<file path="config.mk">
export PLATFORM = sky130hd
export DESIGN_NAME = bst_row_ram
export DESIGN_NICKNAME = d
export VERILOG_FILES = /design/src/sv/bst_row_ram.sv
export SDC_FILE = /design/constraint.sdc
export NUM_CORES = 2
export LEC_CHECK = 0
export BUFFER_PORTS_ARGS = -buffer_cell sky130_fd_sc_hd__buf_4
export CORE_MARGIN = 8
export CORE_UTILIZATION = 60
export DETAILED_ROUTE_END_ITERATION = 8
export MAX_ROUTING_LAYER = met4
export PLACE_DENSITY = 0.76
export SKIP_CTS_REPAIR_TIMING = 1
export SYNTH_ARGS = -nofsm -noshare
export SYNTH_HDL_FRONTEND = slang
export SYNTH_SLANG_ARGS = --single-unit
</file>
<file path="constraint.sdc">
create_clock -name i_clk -period 7.6 [get_ports i_clk]
set_input_delay 1.14 -clock i_clk [delete_from_list [all_inputs] [get_ports i_clk]]
set_output_delay 1.14 -clock i_clk [all_outputs]
set_load 0.05 [all_outputs]
</file>
<file path="src/sv/bst_row_ram.sv">
`timescale 1ns / 1ps
// bst_row_ram: byte RAM holding one indexed pixel row, registered read.
// No dependencies.
module bst_row_ram #(
    parameter int DEPTH = 296,
    parameter int AW    = 9
) (
    input  logic          i_clk,
    input  logic          i_wr_en,
    input  logic [AW-1:0] i_wr_addr,
    input  logic [7:0]    i_wr_data,
    input  logic          i_rd_en,
    input  logic [AW-1:0] i_rd_addr,
    output logic [7:0]    o_rd_data
);
    logic [7:0] r_mem [DEPTH];
    logic [7:0] r_rd_data;

    always_ff @(posedge i_clk) begin
        if (i_wr_en) begin
            r_mem[i_wr_addr] <= i_wr_data;
        end
        if (i_rd_en) begin
            r_rd_data <= r_mem[i_rd_addr];
        end
    end

    assign o_rd_data = r_rd_data;
endmodule

</file>
Yosys cells after proc, flatten, opt, wreduce, memory -nomap -nowiden:

Memories as Yosys holds them, arrays and structs flattened. A register that Yosys moved wholly into a read port is not among the register bits.
Cells that the tools add are included.

* output and inout bits: 8
* bits in writable memories: 2368
* register bits: 0
* word-level logic and storage cells: 3
* memories: 1

* muxes and demuxes: 2

Memory list
* r_mem: depth 296, width 8, rd ports 1, clocked after Yosys merged registers in 1, wr ports 1, line 16 `logic [7:0] r_mem [DEPTH];`

Operators with widths (count)
* $mux 1: 2

Depth between registers and ports, before layout:

* depth after elaboration: 2
* gate-level depth with buffers: 13
* gate-level depth less buffers: 6

Least setup slack after synthesis:

No wires, ideal clock.

* kind: input -> register
* start point: input i_rd_addr[0]
* end point: register r_rd_data[0] (netlist: o_rd_data[0]), read port of r_mem (data pin)
* data required time: 7.332 ns
* stages: 9
* arrival time: 3.060 ns
* library setup time: 0.268 ns
* path slack: 4.272 ns
* cells stage by stage: buf_2 > buf_6 > buf_6 > buf_2 > mux4_2 > a221oi_1 > a31oi_1 > o41ai_1 > a31oi_1

RTL lines
* from (decl): line 13 `input logic [AW-1:0] i_rd_addr,`
* to (decl): line 17 `logic [7:0] r_rd_data;`

==> summary.txt <==
Outcome
  – Status: finished, final reports clean

Setup path
  – Setup CP Type: input port to flip-flop
  – R2R Path End: o_rd_data[6]$_DFFE_PP_
  – Reg2reg path depth: 7
  – FF-to-FF Start: r_mem[55][6]$_DFFE_PP_
  – R2R Setup Slk: around 4.3 ns
  – Startpoint types: input port
  – Crit path DAT: between 5 and 6 ns
  – Max FO, Critical Path: 86
  – Worst EP required: 8.15 ns
  – Worst setup EP type: flip-flop

Hold path
  – Min-delay src: i_rd_en
  – Hold/Removal Path Class: input port to flip-flop
  – Worst hold stages: 1
  – Worst Hold End: o_rd_data[0]$_DFFE_PP_

CTS
  – Worst-path clk slew: around 0.06 ns
  – # clock sinks: 2376
  – CTS root buffer: clkbuf_16
  – Worst-skew pair later-pin latency: around 0.84 ns
  – CTS buffer count: around 220
  – TritonCTS clock tree: yes
  – H-tree Lvls: 4
  – Maximum clock path buffer count: 3

Synthesis
  – Synthesized area: just over 90000 sq um
  – Count leader, synth: edfxtp_1
  – Synth cell count leaders: edfxtp_1 (2376), mux4_2 (424), mux2i_1 (368), nor2_1 (325), a22oi_1 (167)
  – Top_reg_cell synth: edfxtp_1
  – Synth top area cells: edfxtp_1 (77%), mux4_2 (10%), mux2i_1 (4.0%)
  – Seq cells post-synth: around 2400
  – FFs w/ async S/R, synth: 0
  – Synthesized net count: about 4500
  – Register area share after synthesis: 0.7748
  – Top-area cell type share of the netlist area: 0.7748
  – EDFF count, synth: around 2400
  – Post-Syn Instances: between 4000 and 5000
  – Leading area contributor after synthesis: edfxtp_1
  – Synth warn: 0
  – Mean Syn Cell Area: approximately 21 sq um
  – Netlist cell types: 46

Power and ir drop
  – Leakage power: between 30 and 40 nW
  – Design Power: approximately 0.026 W
  – Maximum VDD drop: 0.2439 mV
  – PwrDens: ~260 nW/um^2

GRT
  – Total GRT Usage: 0.2611
  – Initial antenna violation count: 7
  – Vias in the first global route: between 40000 and 50000
  – Largest net degree at the start of global routing: between 200 and 250
  – GRT Residual Overflow: 0
  – First-pass GRT wire length: 311300 microns

Route
  – 1st-pass router iterations: 6
  – Post-route antenna net violation count: 0
  – DRT iter0 DRCs: between 6000 and 7000
  – Avg Vias per Cell: between 6 and 7
  – Drc violations: 0
  – Vias: roughly 46000
  – Final WL: roughly 210000 microns
  – Routed WL per cell: roughly 32 microns

Timing
  – Setup-failing EPs final: 0
  – Slew Limit Fails: 0
  – Achievable Freq: about 220 MHz
  – RSZ-0062 raised after global routing: no
  – Fin crit share: 0.6056
  – Relative slew slack: 0.1362
  – Crit path time final: about 4.6 ns
  – Fin. Hold Viols: 0
  – Skew final: 0.02769 ns
  – Setup TNS: 0 ns
  – Worst slew pin tran: 1.276 ns

Job
  – Max-Cap Viols: 0

Place
  – Post-placement cell count: approximately 6400
  – GPL Wtd Cong: roughly 0.85
  – Dpl hpwl: between 100000 and 150000 microns
  – Input/output buffers: 36

Layout
  – Final Core Density: 0.6635
  – Area delta synth->final: 9.706%
  – Share of cells above drive strength 1: 0.1810
  – Final std cells w/o fill: slightly below 7000
  – Layout Nets: around 4600

Floorplanning
  – FP Rows: between 100 and 150
  – Die Ht: slightly above 400 microns
  – I/O pin cnt: 37
  – Die area: 166300 sq um
  – Die Wd: slightly above 400 microns
  – Initial Util: 0.6048
  – Core area: 152300 sq um
## critical path, stage by stage
cell,delay [ns]
buf_8,0.60
buf_12,0.58
mux4_2,0.58
mux2_2,0.29
o21ai_0,0.40
nor4_1,0.16
o41ai_1,0.85
buf_4,0.23
a31oi_1,0.07
## where the power goes
group	leakage, nW	switching (W)	internal, W
logic	6.90	0.000806	0.000391
clock network	3.28	0.00466	0.00572
registers	21.4	0.0000116	0.0144
total	31.5	0.00548	0.0206
## state kept, by name (all words and copies together), names as in the netlist
register,cells
r_mem,2368
o_rd_data,8
## routing by layer
layer,vias up,share of wire,track usage
met5,-,0,-
met4,0,0.033,0.08051
met3,416,0.11,0.05474
met2,3015,0.48,0.3986
met1,23770,0.38,0.3609
li1,18770,-,-
## final cells by class
class | count | area [sq um]
fillers | 9360 | 51240
clock inverters | 120 | 884.6
flip-flops and latches | 2376 | 71350
multi-input cells | 1837 | 19310
clock buffers | 275 | 5839
inverters | 2 | 7.507
repair buffers | 108 | 1074
diodes | 5 | 12.51
well taps | 2030 | 2540
## cell families after synthesis
kind of cell    count (synthesis)  share of synthesized area
simple gates                  588                    0.02824
flops                        2376                     0.7748
mux                           808                     0.1457
buf+inv                       273                    0.01599
compound gates                441                    0.03529
## cells in the final DEF, fill, tap and decap left out, types with 5 or more instances in the layout
cell type / netlist / layout
a21oi_1: 42 / 42
mux4_2: 424 / 424
a31oi_1: 32 / 32
clkinv_2: 0 / 33
nand3_1: 70 / 66
or2_2: 5 / 5
nor2b_1: 13 / 10
a22o_1: 21 / 21
bufinv_16: 0 / 9
buf_4: 39 / 83
nand2_1: 84 / 80
clkinv_1: 1 / 64
o211ai_1: 65 / 65
nand2b_1: 12 / 12
o22ai_1: 16 / 16
mux2_2: 16 / 16
o21ai_0: 13 / 13
o221ai_1: 16 / 16
a221oi_1: 44 / 44
and2_1: 14 / 12
clkbuf_1: 132 / 49
clkbuf_16: 0 / 226
buf_8: 2 / 10
o41ai_1: 7 / 7
edfxtp_1: 2376 / 2376
buf_12: 0 / 15
diode_2: 0 / 5
a211oi_1: 8 / 8
o311ai_1: 8 / 8
nor4_1: 8 / 8
a22oi_1: 167 / 167
nor2_1: 325 / 324
mux2i_1: 368 / 368
nor3b_1: 5 / 5
nand4_1: 35 / 35
## through the flow
step | setup slack, ns | instance area [sq um] | hold slack (ns)
after CTS | 3.085 | 101000 | 0.5967
after floorplan | 4.272 | 92080 | 0.8692
after detailed placement | 2.190 | 94280 | 0.9440
after global placement | 2.202 | 94280 | 0.9464
after global routing | 2.980 | 101000 | 0.6059
final | 2.998 | 101000 | 0.6419
## worst max path at each step
stage                       startpoint                endpoint  slack (ns)  depth (start not counted)
final                     i_rd_addr[0]  o_rd_data[6]$_DFFE_PP_        3.00                          9
after CTS                 i_rd_addr[0]  o_rd_data[6]$_DFFE_PP_        3.08                          9
after floorplan           i_rd_addr[0]  o_rd_data[0]$_DFFE_PP_        4.27                          9
after global routing      i_rd_addr[0]  o_rd_data[6]$_DFFE_PP_        2.98                          9
after global placement    i_rd_addr[0]  o_rd_data[6]$_DFFE_PP_        2.20                          9
after detailed placement  i_rd_addr[0]  o_rd_data[6]$_DFFE_PP_        2.19                          9
No activity file was read; power rests on OpenSTA's default activity.
