==> config.mk <==
export PLATFORM = sky130hd
export DESIGN_NAME = bst_classify
export DESIGN_NICKNAME = d
export VERILOG_FILES = /design/src/sv/bst_pkg.sv /design/src/sv/bst_classify.sv
export SDC_FILE = /design/constraint.sdc
export NUM_CORES = 1
export LEC_CHECK = 0
export BUFFER_PORTS_ARGS = -buffer_cell sky130_fd_sc_hd__buf_2
export CAP_MARGIN = 20
export CORE_MARGIN = 1.5
export CORE_UTILIZATION = 56
export DETAILED_ROUTE_END_ITERATION = 7
export GPL_TIMING_DRIVEN = 0
export HOLD_SLACK_MARGIN = 0.02
export PLACE_DENSITY = 0.82
export SKIP_CTS_REPAIR_TIMING = 1
export SLEW_MARGIN = 20
export SYNTH_ARGS = -nofsm -noshare
export SYNTH_HDL_FRONTEND = slang
export SYNTH_SLANG_ARGS = --single-unit
==> constraint.sdc <==
create_clock -name i_clk -period 10.3 [get_ports i_clk]
set_input_delay 2.575 -clock i_clk [delete_from_list [all_inputs] [get_ports i_clk]]
set_output_delay 2.575 -clock i_clk [all_outputs]
set_load 0.02 [all_outputs]
==> src/sv/bst_pkg.sv <==
`timescale 1ns / 1ps
// bst_pkg: shared types and fixed constants of the BMP-to-tricolor-planes decoder.
// No dependencies; used by the decoder top, bst_classify and bst_palette_ram.
package bst_pkg;

    // item operations
    localparam logic [1:0] OP_START = 2'd0;
    localparam logic [1:0] OP_BYTE  = 2'd1;
    localparam logic [1:0] OP_READ  = 2'd2;

    // status codes
    localparam logic [1:0] ST_OK          = 2'd0;
    localparam logic [1:0] ST_NOT_BMP     = 2'd1;
    localparam logic [1:0] ST_UNSUPPORTED = 2'd2;

    // pixel depth modes
    localparam logic [1:0] MODE_24 = 2'd0;
    localparam logic [1:0] MODE_8  = 2'd1;
    localparam logic [1:0] MODE_4  = 2'd2;

    // pixel classes
    localparam logic [1:0] CLS_WHITE = 2'd0;
    localparam logic [1:0] CLS_BLACK = 2'd1;
    localparam logic [1:0] CLS_RED   = 2'd2;

    // configuration register indexes
    localparam logic [1:0] REG_RED_MIN = 2'd0;
    localparam logic [1:0] REG_GB_MAX  = 2'd1;
    localparam logic [1:0] REG_DARK    = 2'd2;

    localparam logic [7:0] RED_MIN_RST = 8'd180;
    localparam logic [7:0] GB_MAX_RST  = 8'd80;
    localparam logic [7:0] DARK_RST    = 8'd128;

    localparam int unsigned HEADER_BYTES = 54;
    localparam logic [15:0] BMP_MAGIC    = 16'h4D42;   // "BM", little endian

    // luminance weights (x1000)
    localparam logic [17:0] LUM_R    = 18'd299;
    localparam logic [17:0] LUM_G    = 18'd587;
    localparam logic [17:0] LUM_B    = 18'd114;
    localparam logic [17:0] LUM_UNIT = 18'd1000;

    typedef struct packed {
        logic [7:0] red_min;
        logic [7:0] gb_max;
        logic [7:0] dark;
    } t_cfg;

    typedef struct packed {
        logic [7:0] r;
        logic [7:0] g;
        logic [7:0] b;
    } t_rgb;

endpackage

==> src/sv/bst_classify.sv <==
`timescale 1ns / 1ps
// bst_classify: two-stage white/black/red pixel classifier.
// Depends on bst_pkg.
module bst_classify (
    input  logic          i_clk,
    input  bst_pkg::t_cfg i_cfg,
    input  bst_pkg::t_rgb i_pix,
    output logic [1:0]    o_cls
);
    logic        r_red;
    logic [17:0] r_lum;
    logic [17:0] r_lim;
    logic [1:0]  r_cls;

    // stage 1: red test, weighted sum, threshold scale
    always_ff @(posedge i_clk) begin
        r_red <= (i_pix.r > i_cfg.red_min) && (i_pix.g < i_cfg.gb_max)
                 && (i_pix.b < i_cfg.gb_max);
        r_lum <= ({10'd0, i_pix.r} * bst_pkg::LUM_R) + ({10'd0, i_pix.g} * bst_pkg::LUM_G)
                 + ({10'd0, i_pix.b} * bst_pkg::LUM_B);
        r_lim <= {10'd0, i_cfg.dark} * bst_pkg::LUM_UNIT;
    end

    // stage 2: decide
    always_ff @(posedge i_clk) begin
        if (r_red) begin
            r_cls <= bst_pkg::CLS_RED;
        end else if (r_lum < r_lim) begin
            r_cls <= bst_pkg::CLS_BLACK;
        end else begin
            r_cls <= bst_pkg::CLS_WHITE;
        end
    end

    assign o_cls = r_cls;
endmodule

* Word level (Yosys, flattened, before mapping)
Cells that the tools add are included.
Widths: inputs -> output; s select.
** Operators by class
- $add $sub $neg :: 2
- $mul :: 4
- Magnitude comparators :: 4
- Muxes and demuxes :: 1
- Reductions and logical operators :: 2
** Operators with widths (number)
- $add 17x18->18 :: 1
- $add 18x15->18 :: 1
- $lt 18x18->1 :: 1
- $mul 8x10->18 const B :: 1
- $mul 8x9->17 const B :: 1
- $lt 8x8->1 :: 2
- $mul 8x7->15 const B :: 1
- $mul 8x6->14 const B :: 1
- $gt 8x8->1 :: 1
- $logic_and 1x1->1 :: 2
- $mux 1 :: 1
** Storage, ports and cells
- Bits in registers :: 36
- Input bits :: 49
- Output and inout bits :: 2
- Word-level logic and storage cells :: 17

* Logic depth before layout (Yosys ltp)
- Depth in word-level cells :: 3
- Mapped depth :: 27

* Worst setup path before layout
Ideal clock, no wire load.
- Path type :: input -> register
- Start :: in i_pix[0] in the netlist's numbering
- End :: reg r_lum[15]
- Library setup time :: 72 ps
- Data arrival time :: 7897 ps
- Path slack :: 2331 ps
- Stages :: 21
- Path buffers :: 0
- Cell sequence :: fa_1 > inv_1 > fa_1 > inv_1 > ha_1 > ha_1 > inv_1 > fa_1 > xnor2_1 > ha_1 > fa_1 > inv_1 > fa_1 > fa_1 > inv_1 > ha_1 > a21oi_1 > o22ai_1 > or3_1 > o32ai_2 > xnor2_1
** On the way
- Word-level cells in the longest chain between the ends :: 2
** RTL lines
- from (decl) :: line bst_classify.sv:7 : input bst_pkg::t_rgb i_pix,
- $mul 8x6->14 :: line bst_classify.sv:20 : + ({10'd0, i_pix.b} * bst_pkg::LUM_B);
- $add 18x15->18 :: line bst_classify.sv:20
- to (signal assigned) :: line bst_classify.sv:19 : r_lum <= ({10'd0, i_pix.r} * bst_pkg::LUM_R) + ({10'd0, i_pix.g} * bst_pkg::LUM_G)
- to (decl) :: line bst_classify.sv:11 : logic [17:0] r_lum;
No other way between the ends.
A chain may end at the register's enable or synchronous reset.

* Worst setup path after layout
- Start :: in i_pix[0] in the netlist's numbering
- End :: reg r_lum[17]
Same word-level chain as after synthesis.

==> results.yml <==
run_status:
  status: "finished, final reports clean"
critical_path:
  worstSetupEndpointType: "register"
  path_max_fanout: 6
  r2r_end: "o_cls[0]"
  cp.required_ns: 10.47
  arrival_ns: 8.51
  cp_top_family: "adder cells"
  rr_worst_depth: 7
  slowest_stage: "fa_1"
  max_stage_delay_ns: 0.54
  rrSetupSlack_ns: 8.67
  cp-start-kind: "input port"
  critPathBufInv: 6
  worstReg2RegStart: "r_lim[9]"
  crit_type: "in2reg"
synthesis:
  syn_avg_cell_area_sq_um: 9.53
  ys.flop_type: "dfxtp_1"
  async_reset_ff_frac: 0
  syn-instance-count: 718
  seq_area_frac_synth: 0.0965
  syn_area_sq_mm: 0.00684
  synth.net_count: 1034
  yosys_warnings: 0
  yosys_register_bits: 33
  synth.distinct_cells: 49
  synth_edf_count: 0
floorplanning:
  core_sq_mm: 0.0120
  die_h_microns: 114
  die_x_microns: 114
  ios: 51
  die_area_sq_mm: 0.0129
  std_cell_rows: 40
  start_util: 0.572
timing:
  finalCritPeriodShare: 0.809
  fmax_ghz: 0.120
  fin_skew_ns: 0.00562
  fin_crit_ns: 8.33
  worst_pin_slew_ns: 0.493
  relSlewSlack: 0.671
  rsz0062_at_grt: "false"
  final.setup.tns_ns: 0
  hold_viol_final: 0
  slew_viol_final: 0
  setup_viol: 0
job:
  maxCapViolations: 0
cts:
  cts-root-buf: "clkbuf_16"
  cts_sinks: 33
  clockBufferDepth: 2
  htree_levels: 2
  cts_tree: "built"
  cts_made_buffers: 5
  clock_latency_ns: 0.27
  clk_pin_slew_ns: 0.05
placed_design:
  io_buffers: 50
  gp_congestion: 0.875
  hpwl_microns: 11100
grt:
  grt_max_degree: 11
  grt_pass1_vias: 5179
  grt_pass1_wl_microns: 22400
  grtUsageTotal: 0.214
  antenna_found_initial: 0
  grt-ovfl-total: 0
layout:
  multi_input_area_sq_mm: 0.00536
  nNetsFinal: 1091
  layout-drive-gt1-share: 0.0889
  fill_cells: 969
  area_delta_synth_final_pct: 8.65
  n_antenna_cell: 0
  seq_area_sq_um: 661
route:
  drtIter0Drc: 210
  postRouteAntennaNets: 0
  vias: 4790
  drt-pass1-iter-count: 5
  route.detailed.drc: 0
  drt-vias-per-instance: 5.19
  wl_per_cell_microns: 13.4
  drt_wl_total_microns: 12400
worst_hold_path:
  worstHoldPathCells: 0
  holdCritStartpoint: "r_red"
  holdCritPathClass: "reg2reg"
  whs_endpoint: "o_cls[1]"
[area by class of cell]
class / instances / share of cell area
multi-input cells: 469 / 0.720
plain buffers: 3 / 0.00370
well taps: 147 / 0.0247
repair buffers: 50 / 0.0337
clock inverters: 1 / 0.000673
inverters: 213 / 0.108
clock buffers: 7 / 0.0205
flip-flops and latches: 33 / 0.0888
[metal layers]
metal	global-route usage	vias to the layer above	share of wire
met3	0.0292	19	0.037
met2	0.377	70	0.48
met1	0.283	2297	0.46
met4	0.0417	0	0.016
li1	-	2404	-
met5	0	-	0
[synth_stat cells (2+ instances only)]
master / number / area [sq um]
nor2b_1: 7 / 43.8
o41ai_1: 3 / 26.3
a21o_2: 2 / 17.5
o21bai_1: 2 / 15.0
a21o_1: 15 / 113
nand2b_1: 4 / 25.0
nand4_1: 10 / 62.6
nand2_1: 13 / 48.8
nor2_1: 20 / 75.1
o31a_1: 2 / 17.5
o211a_1: 2 / 20.0
a211oi_1: 3 / 22.5
o31ai_1: 2 / 15.0
dfxtp_1: 33 / 661
ha_1: 173 / 2160
xnor2_1: 24 / 210
xor2_1: 9 / 78.8
a21oi_1: 32 / 160
o21ai_0: 16 / 80.1
fa_1: 94 / 1880
inv_1: 213 / 800
or3_1: 2 / 12.5
o21a_1: 6 / 45.0
o211ai_1: 2 / 15.0
nor3_1: 4 / 20.0
or2_2: 2 / 12.5
[cells by family after synthesis]
kind of cell	synth area share
compound gates	0.101
flops	0.0965
fa+ha+maj	0.591
buf+inv	0.121
simple gates	0.0477
xor+xnor	0.0422
[flip-flops by register name, summed over array words and instances, names as in the netlist]
| signal | cells |
|---|---|
| o_cls | 2 |
| r_lim | 15 |
| r_lum | 15 |
| r_red | 1 |
[how the worst max path moves through the flow]
stage,depth (start not counted),endpoint,startpoint
4_1_cts,26,r_lum[17],i_pix[0]
3_3_place_gp,22,r_lum[15],i_pix[0]
3_5_place_dp,24,r_lum[17],i_pix[1]
6_report,26,r_lum[17],i_pix[0]
5_1_grt,26,r_lum[17],i_pix[0]
2_1_floorplan,21,r_lum[15],i_pix[0]
[stage by stage]
| stage | area [sq um] | std cells | setup slack [ns] | hold slack, ns | util |
|---|---|---|---|---|---|
| 2_1_floorplan | 6840 | 718 | 2.33 | 0.332 | - |
| 3_3_place_gp | 7280 | 915 | 1.83 | 0.349 | 0.608 |
| 3_5_place_dp | 7280 | 915 | 1.74 | 0.354 | 0.608 |
| 4_1_cts | 7440 | 923 | 2.01 | 0.357 | 0.622 |
| 5_1_grt | 7440 | 923 | 1.52 | 0.373 | 0.622 |
| 6_report | 7440 | 923 | 1.97 | 0.351 | 0.622 |
[layout by cell type (no fill, tap or decap), types with 7 or more instances in the layout]
| cell type | count |
|---|---|
| inv_1 | 213 |
| ha_1 | 173 |
| fa_1 | 94 |
| buf_2 | 51 |
| dfxtp_1 | 33 |
| a21oi_1 | 32 |
| xnor2_1 | 24 |
| nor2_1 | 20 |
| o21ai_0 | 16 |
| a21o_1 | 15 |
| nand2_1 | 13 |
| nand4_1 | 10 |
| xor2_1 | 9 |
| nor2b_1 | 7 |
Power is left out: the tool's default activity adds up to more than one toggle a clock period on the data nets, which glitch-free logic cannot reach.
