## src/sv/bst_pkg.sv

```systemverilog
`timescale 1ns / 1ps
// bst_pkg: shared types and fixed constants of the BMP-to-tricolor-planes decoder.
// No dependencies; used by the decoder top, bst_classify and bst_palette_ram.
package bst_pkg;

    // item operations
    localparam logic [1:0] OP_START = 2'd0;
    localparam logic [1:0] OP_BYTE  = 2'd1;
    localparam logic [1:0] OP_READ  = 2'd2;

    // status codes
    localparam logic [1:0] ST_OK          = 2'd0;
    localparam logic [1:0] ST_NOT_BMP     = 2'd1;
    localparam logic [1:0] ST_UNSUPPORTED = 2'd2;

    // pixel depth modes
    localparam logic [1:0] MODE_24 = 2'd0;
    localparam logic [1:0] MODE_8  = 2'd1;
    localparam logic [1:0] MODE_4  = 2'd2;

    // pixel classes
    localparam logic [1:0] CLS_WHITE = 2'd0;
    localparam logic [1:0] CLS_BLACK = 2'd1;
    localparam logic [1:0] CLS_RED   = 2'd2;

    // configuration register indexes
    localparam logic [1:0] REG_RED_MIN = 2'd0;
    localparam logic [1:0] REG_GB_MAX  = 2'd1;
    localparam logic [1:0] REG_DARK    = 2'd2;

    localparam logic [7:0] RED_MIN_RST = 8'd180;
    localparam logic [7:0] GB_MAX_RST  = 8'd80;
    localparam logic [7:0] DARK_RST    = 8'd128;

    localparam int unsigned HEADER_BYTES = 54;
    localparam logic [15:0] BMP_MAGIC    = 16'h4D42;   // "BM", little endian

    // luminance weights (x1000)
    localparam logic [17:0] LUM_R    = 18'd299;
    localparam logic [17:0] LUM_G    = 18'd587;
    localparam logic [17:0] LUM_B    = 18'd114;
    localparam logic [17:0] LUM_UNIT = 18'd1000;

    typedef struct packed {
        logic [7:0] red_min;
        logic [7:0] gb_max;
        logic [7:0] dark;
    } t_cfg;

    typedef struct packed {
        logic [7:0] r;
        logic [7:0] g;
        logic [7:0] b;
    } t_rgb;

endpackage

```

## src/sv/bst_palette_ram.sv

```systemverilog
`timescale 1ns / 1ps
// bst_palette_ram: palette class RAM; entries not written since clear read white.
// Depends on bst_pkg.
module bst_palette_ram #(
    parameter int DEPTH = 256,
    parameter int AW    = 8
) (
    input  logic          i_clk,
    input  logic          i_rst_n,
    input  logic          i_clr,
    input  logic          i_wr_en,
    input  logic [AW-1:0] i_wr_addr,
    input  logic [1:0]    i_wr_data,
    input  logic          i_rd_en,
    input  logic [AW-1:0] i_rd_addr,
    output logic [1:0]    o_rd_data
);
    logic [1:0]       r_mem [DEPTH];
    logic [DEPTH-1:0] r_valid;
    logic [1:0]       r_rd_data;

    always_ff @(posedge i_clk) begin
        if (!i_rst_n || i_clr) begin
            r_valid <= '0;
        end else if (i_wr_en) begin
            r_valid[i_wr_addr] <= 1'b1;
        end
    end

    always_ff @(posedge i_clk) begin
        if (i_wr_en) begin
            r_mem[i_wr_addr] <= i_wr_data;
        end
        if (i_rd_en) begin
            r_rd_data <= r_valid[i_rd_addr] ? r_mem[i_rd_addr] : bst_pkg::CLS_WHITE;
        end
    end

    assign o_rd_data = r_rd_data;
endmodule

```

## config.mk

```make
export PLATFORM = sky130hd
export DESIGN_NAME = bst_palette_ram
export DESIGN_NICKNAME = d
export VERILOG_FILES = /design/src/sv/bst_pkg.sv /design/src/sv/bst_palette_ram.sv
export SDC_FILE = /design/constraint.sdc
export NUM_CORES = 1
export LEC_CHECK = 0
export BUFFER_PORTS_ARGS = -buffer_cell sky130_fd_sc_hd__buf_2
export CORE_ASPECT_RATIO = 1.25
export CORE_MARGIN = 5
export CORE_UTILIZATION = 39
export CTS_CLUSTER_SIZE = 14
export DETAILED_ROUTE_END_ITERATION = 8
export MAX_ROUTING_LAYER = met4
export PLACE_DENSITY = 0.6
export SYNTH_ARGS = -nofsm -noshare
export SYNTH_HDL_FRONTEND = slang
export SYNTH_SLANG_ARGS = --single-unit
```

## constraint.sdc

```tcl
create_clock -name i_clk -period 7.5 [get_ports i_clk]
set_clock_uncertainty 0.2 [all_clocks]
set_input_delay 0.375 -clock i_clk [delete_from_list [all_inputs] [get_ports i_clk]]
set_output_delay 0.375 -clock i_clk [all_outputs]
set_load 0.1 [all_outputs]
```

**After elaboration in Yosys (flattened, before gate mapping)**

Memories as Yosys holds them, arrays and structs flattened. A register that Yosys moved wholly into a read port is not among the register bits.
Cells that the tools add are included.

- Flip-flop bits (word level): 256
- Logic and storage cells: 16
- Memories: 1
- Bits of input ports: 23
- Output and inout port bits: 2
- Bits in writable memories: 512

Memory list:

| memory | depth | bits a word | read ports | clocked after memory_dff | write ports | RTL line | source |
|---|---|---|---|---|---|---|---|
| r_mem | 256 | 2 | 1 | 1 | 1 | bst_palette_ram.sv:18 | `logic [1:0] r_mem [DEPTH];` |

- Reductions and logical operators: 4
- Bitwise gates (word level): 1
- Order comparisons: 3
- Muxes and demuxes: 6

Operators by type and width:

| operator | number |
|---|---|
| $or 256x256->256 | 1 |
| $lt 8x9->1 const B | 2 |
| $bmux 1 s8 | 1 |
| $demux 1 s8 | 1 |
| $ge 8x1->1 const B | 1 |
| $mux 1 | 4 |
| $logic_not 1->1 | 2 |
| $logic_and 1x1->1 | 1 |
| $logic_or 1x1->1 | 1 |

**Depth between registers and ports, before layout**

Gate-level depths: netlist of run 1.

- Depth in word-level cells: 5
- Mapped depth: 13
- Depth with buffers taken out: 8

**Worst setup path before layout of run 1**

OpenSTA, ideal clock, no wires.

- Path type: input port to flip-flop
- Start: input i_rd_addr[0]
- End: register r_rd_data[0] (netlist: o_rd_data[0]) (read register of r_mem), data pin
- Setup slack: 4.624 ns
- Setup time: 0.254 ns
- Path buffers: 2
- Stages on the path: 10
- Required time: 7.046 ns
- Arrival time: 2.422 ns
- Cells stage by stage: buf_6 > buf_12 > mux4_1 > mux4_2 > nand2_1 > a21oi_1 > nor4_1 > a311oi_1 > a31o_2 > o21a_1

- Longest elaborated chain between the ends: 3

RTL lines:

| what | RTL line | source |
|---|---|---|
| start: declaration | bst_palette_ram.sv:15 | `input logic [AW-1:0] i_rd_addr,` |
| $bmux 1 s8 | bst_palette_ram.sv:35 | `r_rd_data <= r_valid[i_rd_addr] ? r_mem[i_rd_addr] : bst_pkg::CLS_WHITE;` |
| $mux 1 (implied by the code) | bst_palette_ram.sv:35 |  |
| $logic_not 1->1 (no line) | - |  |
| end: declaration | bst_palette_ram.sv:20 | `logic [1:0] r_rd_data;` |

Several ways; a longest one is shown, not always the timed one. The select of a mux whose other input is x is not followed.
A chain may end at the register's enable or synchronous reset.

**Worst setup path in the final report of run 1**

- Start: input i_rd_addr[2]
- End: register r_rd_data[1] (netlist: o_rd_data[1]) (read register of r_mem), data pin

The elaborated chain is that of the path after synthesis.

==> results of run 1 <==
[critical path, stage by stage]
cell	delay [ns]
buf_2	0.08
buf_4	0.42
nand2_2	0.72
buf_4	0.54
o221ai_1	0.32
a21oi_1	0.23
or4_1	0.55
or4_1	0.59
o22ai_1	0.20
o21a_1	0.15
[flip-flops by register name, summed over array words and instances, names as in the netlist]
| name | flops |
|---|---|
| o_rd_data | 2 |
| r_mem | 512 |
| r_valid | 256 |
[how the worst min path moves through the flow]
stage / startpoint / endpoint / depth (start not counted)
after floorplan: r_valid[33]$_SDFFE_PP0P_ / r_valid[33]$_SDFFE_PP0P_ / 2
final: i_wr_data[1] / r_mem[202][1]$_DFFE_PP_ / 1
after global routing: i_wr_data[1] / r_mem[203][1]$_DFFE_PP_ / 1
after CTS: i_wr_data[1] / r_mem[175][1]$_DFFE_PP_ / 1
after detailed placement: r_valid[90]$_SDFFE_PP0P_ / r_valid[90]$_SDFFE_PP0P_ / 2
after global placement: r_valid[59]$_SDFFE_PP0P_ / r_valid[59]$_SDFFE_PP0P_ / 2
[placed cells by master (no fill, tap or decap), drive strengths merged, types with 36 or more instances in the layout]
cell type  netlist  final
nor2           736    736
edfxtp         514    514
dfxtp          256    256
o221ai          62     62
mux4           123    123
mux2i          145    145
o22ai           36     36
buf             50     53
a21oi           40     40
clkbuf         101    105
[stage by stage]
| step | utilization | cells |
|---|---|---|
| 6_report | 0.4353 | 3386 |
| 5_1_grt | 0.4353 | 3386 |
| 3_5_place_dp | 0.4042 | 3246 |
| 3_3_place_gp | 0.4042 | 3246 |
| 4_1_cts | 0.4352 | 3383 |
| 2_1_floorplan | - | 2291 |
[where the power goes]
group	internal, mW	switching [mW]
combinational	0.122	0.304
sequential	4.53	0.00343
clock	2.14	1.60
total	6.79	1.91
[layout make-up]
| type | count | share of cell area |
|---|---|---|
| sequential | 770 | 0.6012 |
| clock buffer | 105 | 0.06139 |
| inverter | 6 | 0.0006585 |
| antenna | 3 | 0.0002195 |
| timing repair buffer | 54 | 0.01163 |
| multi-input combinational | 1364 | 0.2769 |
| clock inverter | 31 | 0.009549 |
| tap | 1053 | 0.03852 |
[layer usage]
metal / routed length, µm / global-route usage / part of all wire / vias up
met5: 0 / - / 0 / -
li1: - / - / - / 8418
met2: 40840 / 0.3182 / 0.50 / 781
met4: 3764 / 0.08731 / 0.046 / 0
met1: 31780 / 0.2408 / 0.39 / 9628
met3: 5805 / 0.03364 / 0.071 / 204
[cells by family (layout without fill, tap and decap cells)]
group	count (synthesis)	count (layout)	synth area share
and+or+nand+nor	869	869	0.1124
DFF	770	770	0.6671
muxes	269	269	0.1387
AOI/OAI and AO/OA	226	226	0.05541
buffers and inverters	157	196	0.02643
other	0	3	0
[timing repair]
action | in CTS | in global routing
hold buffers | 1 | 0
setup buffers | 0 | 0
hold endpoints to repair | 2 | 0
gates resized for setup | 0 | 0
==> results.md, run 1 <==
- Die ar.: 0.08479 mm²
- NumNets Final: 2293
- Cell row count: 115
- Avg WL per Cell: 24.27 µm
- Layout fillers: 7093
- Io pins: 25
- Remaining Overflow, GRT: 0
- Multi-input combinational cell area: 0.009469 mm²
- Initial antenna violation count: 4
- Worst-path fanout max: 44
- Post-route minimum period: 3.967 ns
- Crit share post-route: 0.5289
- First-pass GRT wire length: 121.8 mm
- Leakage power figure: 11.01 nW
- Mapped Nets: 2314
- Share of post-route cells with drive strength above 1: 0.1361
- Clk slew on worst S/H paths: 0.07 ns
- Final Hold Fails: 0
- Worst Path Arrival: 4.28 ns
- Yosys top cell by area: edfxtp_1
- MaxCap Viol Count: 0
- Total power: 8.699 mW
- Most frequent cell after synthesis: nor2_1
- Clk Latency, worst-skew pair: 0.64 ns
- All-Layer GR Usage: 0.1957
- Vias in the first global route: 18.98k
- Power density over cell area: 254.3 mW/mm²
- Via count of the routed design: 19.03k
- Warnings, synthesis: 0
- Final wirelength: 82.19 mm
- Initial Util: 0.3923
- Crit path from: i_rd_addr[2]
- Ranking of synthesized cells by area: edfxtp_1 50%, dfxtp_1 17%, nor2_1 9.0%
- Via density: 5.620
- Area fraction of the dominant cell type after synthesis: 0.5008
- RSZ-0062 raised after global routing: false
- FFs w/ async S/R, synth: 0
- Sequential share of the synthesized area: 0.6671
- Syn Area/Cell: 13.45 µm²
- Clk sinks: 770
- GPL Wtd Cong: 0.9120
- Largest net degree at the start of global routing: 144
- Critical path class: in -> reg
- Status: finished, final reports clean
- Slew Limit Fails: 0
- Post-synth EDFFs: 514
- Flop-to-flop setup slack: 4.78 ns
- Die Height: 324.3 µm
- Initial DRC count: 1965
- Hold crit path type: in -> reg
- RR Startpoint: r_mem[31][1]$_DFFE_PP_
- Clock root buffer: clkbuf_16
- Slew @ Worst Pin: 1.372 ns
- Worst R2R End: o_rd_data[1]$_SDFFCE_PN0P_
- Slew HR: 0.08290
- H-tree levels: 3
- IO buf count: 24
- CP Data Required Time: 7.81 ns
- Setup TNS Final: 0 ns
- Drt pass-1 iters: 5
- # setup viols final: 0
- Prevailing post-synth register cell: edfxtp_1
- VDD IR max: 0.1632 mV
- Setup WS pre-CTS: 2.978 ns
- Post-route cell area: 0.03420 mm²
- Hpwl dp: 51.81 mm
- Fin Hold WS: 0.09126 ns
- Mapped Area: 0.03082 mm²
- CTS tree: done
- TritonCTS buffer count: 74
- FMAX: 252.1 MHz
- Register area: 0.02056 mm²
- Residual DRC: 0
- Placed cell area: 0.03176 mm²
- Setup crit end kind: flop
- CTS Buffer Depth: 3
- Critical path startpoint category: primary input
- R2R cell count: 7
- Yosys reg bits: 770
- Routed Antenna Nets: 0
- Setup ws final: 3.533 ns
- Unique masters post-synth: 55
- CP Capture Point: o_rd_data[1]$_SDFFCE_PN0P_
- Synth Instances: 2291
- Commonest cells post-synth: 736 x nor2_1, 514 x edfxtp_1, 256 x dfxtp_1
- Core area: 0.07856 mm²
- DIE WIDTH: 261.4 µm
- Area grow syn2layout: 10.96%
Note: power is estimated with default switching activity, not from simulation.
==> inputs of run 2 (changes only) <==
Settings changed: PLACE_DENSITY 0.6 to 0.61.
Clock period 7.5 ns to 3.6 ns, I/O delays scaled along.
==> results.md, run 2 (same netlist as run 1, synthesis figures left out) <==
- Status: finished, final reports clean
- Most common cell after layout, fill and taps aside: nor2_1
- Setup TNS Final: 0 ns
- VDD IR max: 0.3486 mV
- Min-Delay Path Depth: 4
- Post-route insts no fill: 3452
- Critical path startpoint category: flop
- Worst-path fanout max: 2
- R2R cell count: 9
- Cell row count: 115
- Initial DRC count: 2281
- Die Height: 324.3 µm
- Via count of the routed design: 19.14k
- Worst Path Arrival: 3.15 ns
- CTS Buffer Depth: 3
- Core area: 0.07856 mm²
- Slowest CP cell: mux4_2
- GPL Wtd Cong: 0.9538
- Slew @ Worst Pin: 1.084 ns
- Area grow syn2layout: 13.34%
- First-pass GRT wire length: 123.7 mm
- Most frequent cells in the layout: 736 x nor2_1, 514 x edfxtp_1, 256 x dfxtp_1
- Clk slew on worst S/H paths: 0.06 ns
- NumNets Final: 2359
- Post-route cell area: 0.03493 mm²
- Slew HR: 0.2751
- Power density over cell area: 524.2 mW/mm²
- Fin Hold WS: 0.03717 ns
- Vias in the first global route: 19.22k
- CTS tree: done
- Layout fillers: 7039
- Worst R2R End: o_rd_data[1]$_SDFFCE_PN0P_
- H-tree levels: 3
- Setup crit end kind: flop
- Initial antenna violation count: 1
- Post-route minimum period: 2.974 ns
- Via density: 5.544
- Routed Antenna Nets: 0
- Endpoint, Worst Hold: r_valid[49]$_SDFFE_PP0P_
- Fin util: 0.4446
- Total power: 18.31 mW
- Slew Limit Fails: 0
- Remaining Overflow, GRT: 0
- Die ar.: 0.08479 mm²
- Leakage power figure: 11.41 nW
- MaxCap Viol Count: 0
- Clock root buffer: clkbuf_16
- Final Hold Fails: 0
- # setup viols final: 0
- Hpwl dp: 54.41 mm
- TritonCTS buffer count: 73
- Setup WS pre-CTS: 0.2589 ns
- CP max stage delay: 0.53 ns
- All-Layer GR Usage: 0.1986
- Final wirelength: 83.11 mm
- Min-delay src: i_clr
- Max reg flops: 512
- CP Data Required Time: 3.77 ns
- RSZ-0062 raised after global routing: false
- Io pins: 25
- IO buf count: 24
- RR Startpoint: r_valid[61]$_SDFFE_PP0P_
- Multi-input combinational cell area: 0.009459 mm²
- Largest net degree at the start of global routing: 133
- Crit share post-route: 0.8262
- Cts repair resizes: 0
- Placed cell area: 0.03235 mm²
- Flop-to-flop setup slack: 0.63 ns
- Hold crit path type: in -> reg
- Clk sinks: 770
- Critical path class: reg -> reg
- Critical path cell sequence: mux4_1 -> mux4_2 -> nand2_1 -> a21oi_1 -> nor4_1 -> a311oi_1 -> buf_4 -> a31o_2 -> o21a_1
- DIE WIDTH: 261.4 µm
- Register area: 0.02056 mm²
- Reg with most FFs: r_mem
- Share of post-route cells with drive strength above 1: 0.1544
- Residual DRC: 0
- Placed cell count: 3304
- FMAX: 336.2 MHz
- Setup ws final: 0.6256 ns
- Initial Util: 0.3923
- Drt pass-1 iters: 5
- Avg WL per Cell: 24.08 µm
- Clk Latency, worst-skew pair: 0.63 ns
[run 2: cell types whose count changed in the layout (fill, tap and decap cells not counted), moves of 2 or more]
cell,before,now
clkinv_4,0,2
nand3_1,23,25
clkinv_2,10,7
buf_4,28,72
clkinvlp_4,3,0
buf_12,2,15
nand3_2,2,0
dlygate4sd3_1,1,10
clkinv_1,7,11
clkbuf_16,75,78
clkbuf_8,11,8
[run 2: power by group]
part | internal (mW) | switching (mW) | total [mW]
combinational | 0.312 | 0.665 | 0.977
sequential | 9.43 | 0.00682 | 9.44
clock | 4.59 | 3.31 | 7.90
total | 14.3 | 3.98 | 18.3
[run 2: cell type report]
cell class                      count  share of cell area
Antenna cell                        2           0.0001433
Clock buffer                      104             0.06096
Clock inverter                     32            0.009993
Inverter                            6           0.0006447
Multi-Input combinational cell   1364              0.2708
Sequential cell                   770              0.5886
Tap cell                         1053             0.03772
Timing Repair Buffer              121             0.03120
[run 2: critical path, delay by kind of cell (launching register included)]
family                 cells  cell delay, ns
DFF                        1            0.31
buffers and inverters      1            0.19
muxes                      2            1.04
AOI/OAI and AO/OA          4            0.53
and+or+nand+nor            2            0.47
[run 2: per-layer routing]
layer  up-vias  wire, µm  track usage
met5         -         0            -
met3       192      6173      0.03379
met4         0      3520      0.08160
met2       811     41400       0.3239
met1      9581     32020       0.2468
li1       8555         -            -
[run 2: what timing repair did]
item / 4_1_cts / 5_1_grt
buffers inserted: 0 / 0
endpoints found under the setup margin: 0 / 0
hold buffers: 10 / 0
hold endpoints to repair: 234 / 0
[run 2: worst max path at each step]
stage	cells after the start	to	from	slack, ns
6_report	9	o_rd_data[1]$_SDFFCE_PN0P_	r_valid[61]$_SDFFE_PP0P_	0.63
5_1_grt	9	o_rd_data[1]$_SDFFCE_PN0P_	r_valid[49]$_SDFFE_PP0P_	0.57
4_1_cts	9	o_rd_data[1]$_SDFFCE_PN0P_	r_valid[61]$_SDFFE_PP0P_	0.66
3_5_place_dp	8	o_rd_data[1]$_SDFFCE_PN0P_	i_rd_addr[0]	0.26
3_3_place_gp	8	o_rd_data[1]$_SDFFCE_PN0P_	i_rd_addr[0]	0.24
2_1_floorplan	10	o_rd_data[0]$_SDFFCE_PN0P_	i_rd_addr[0]	0.92
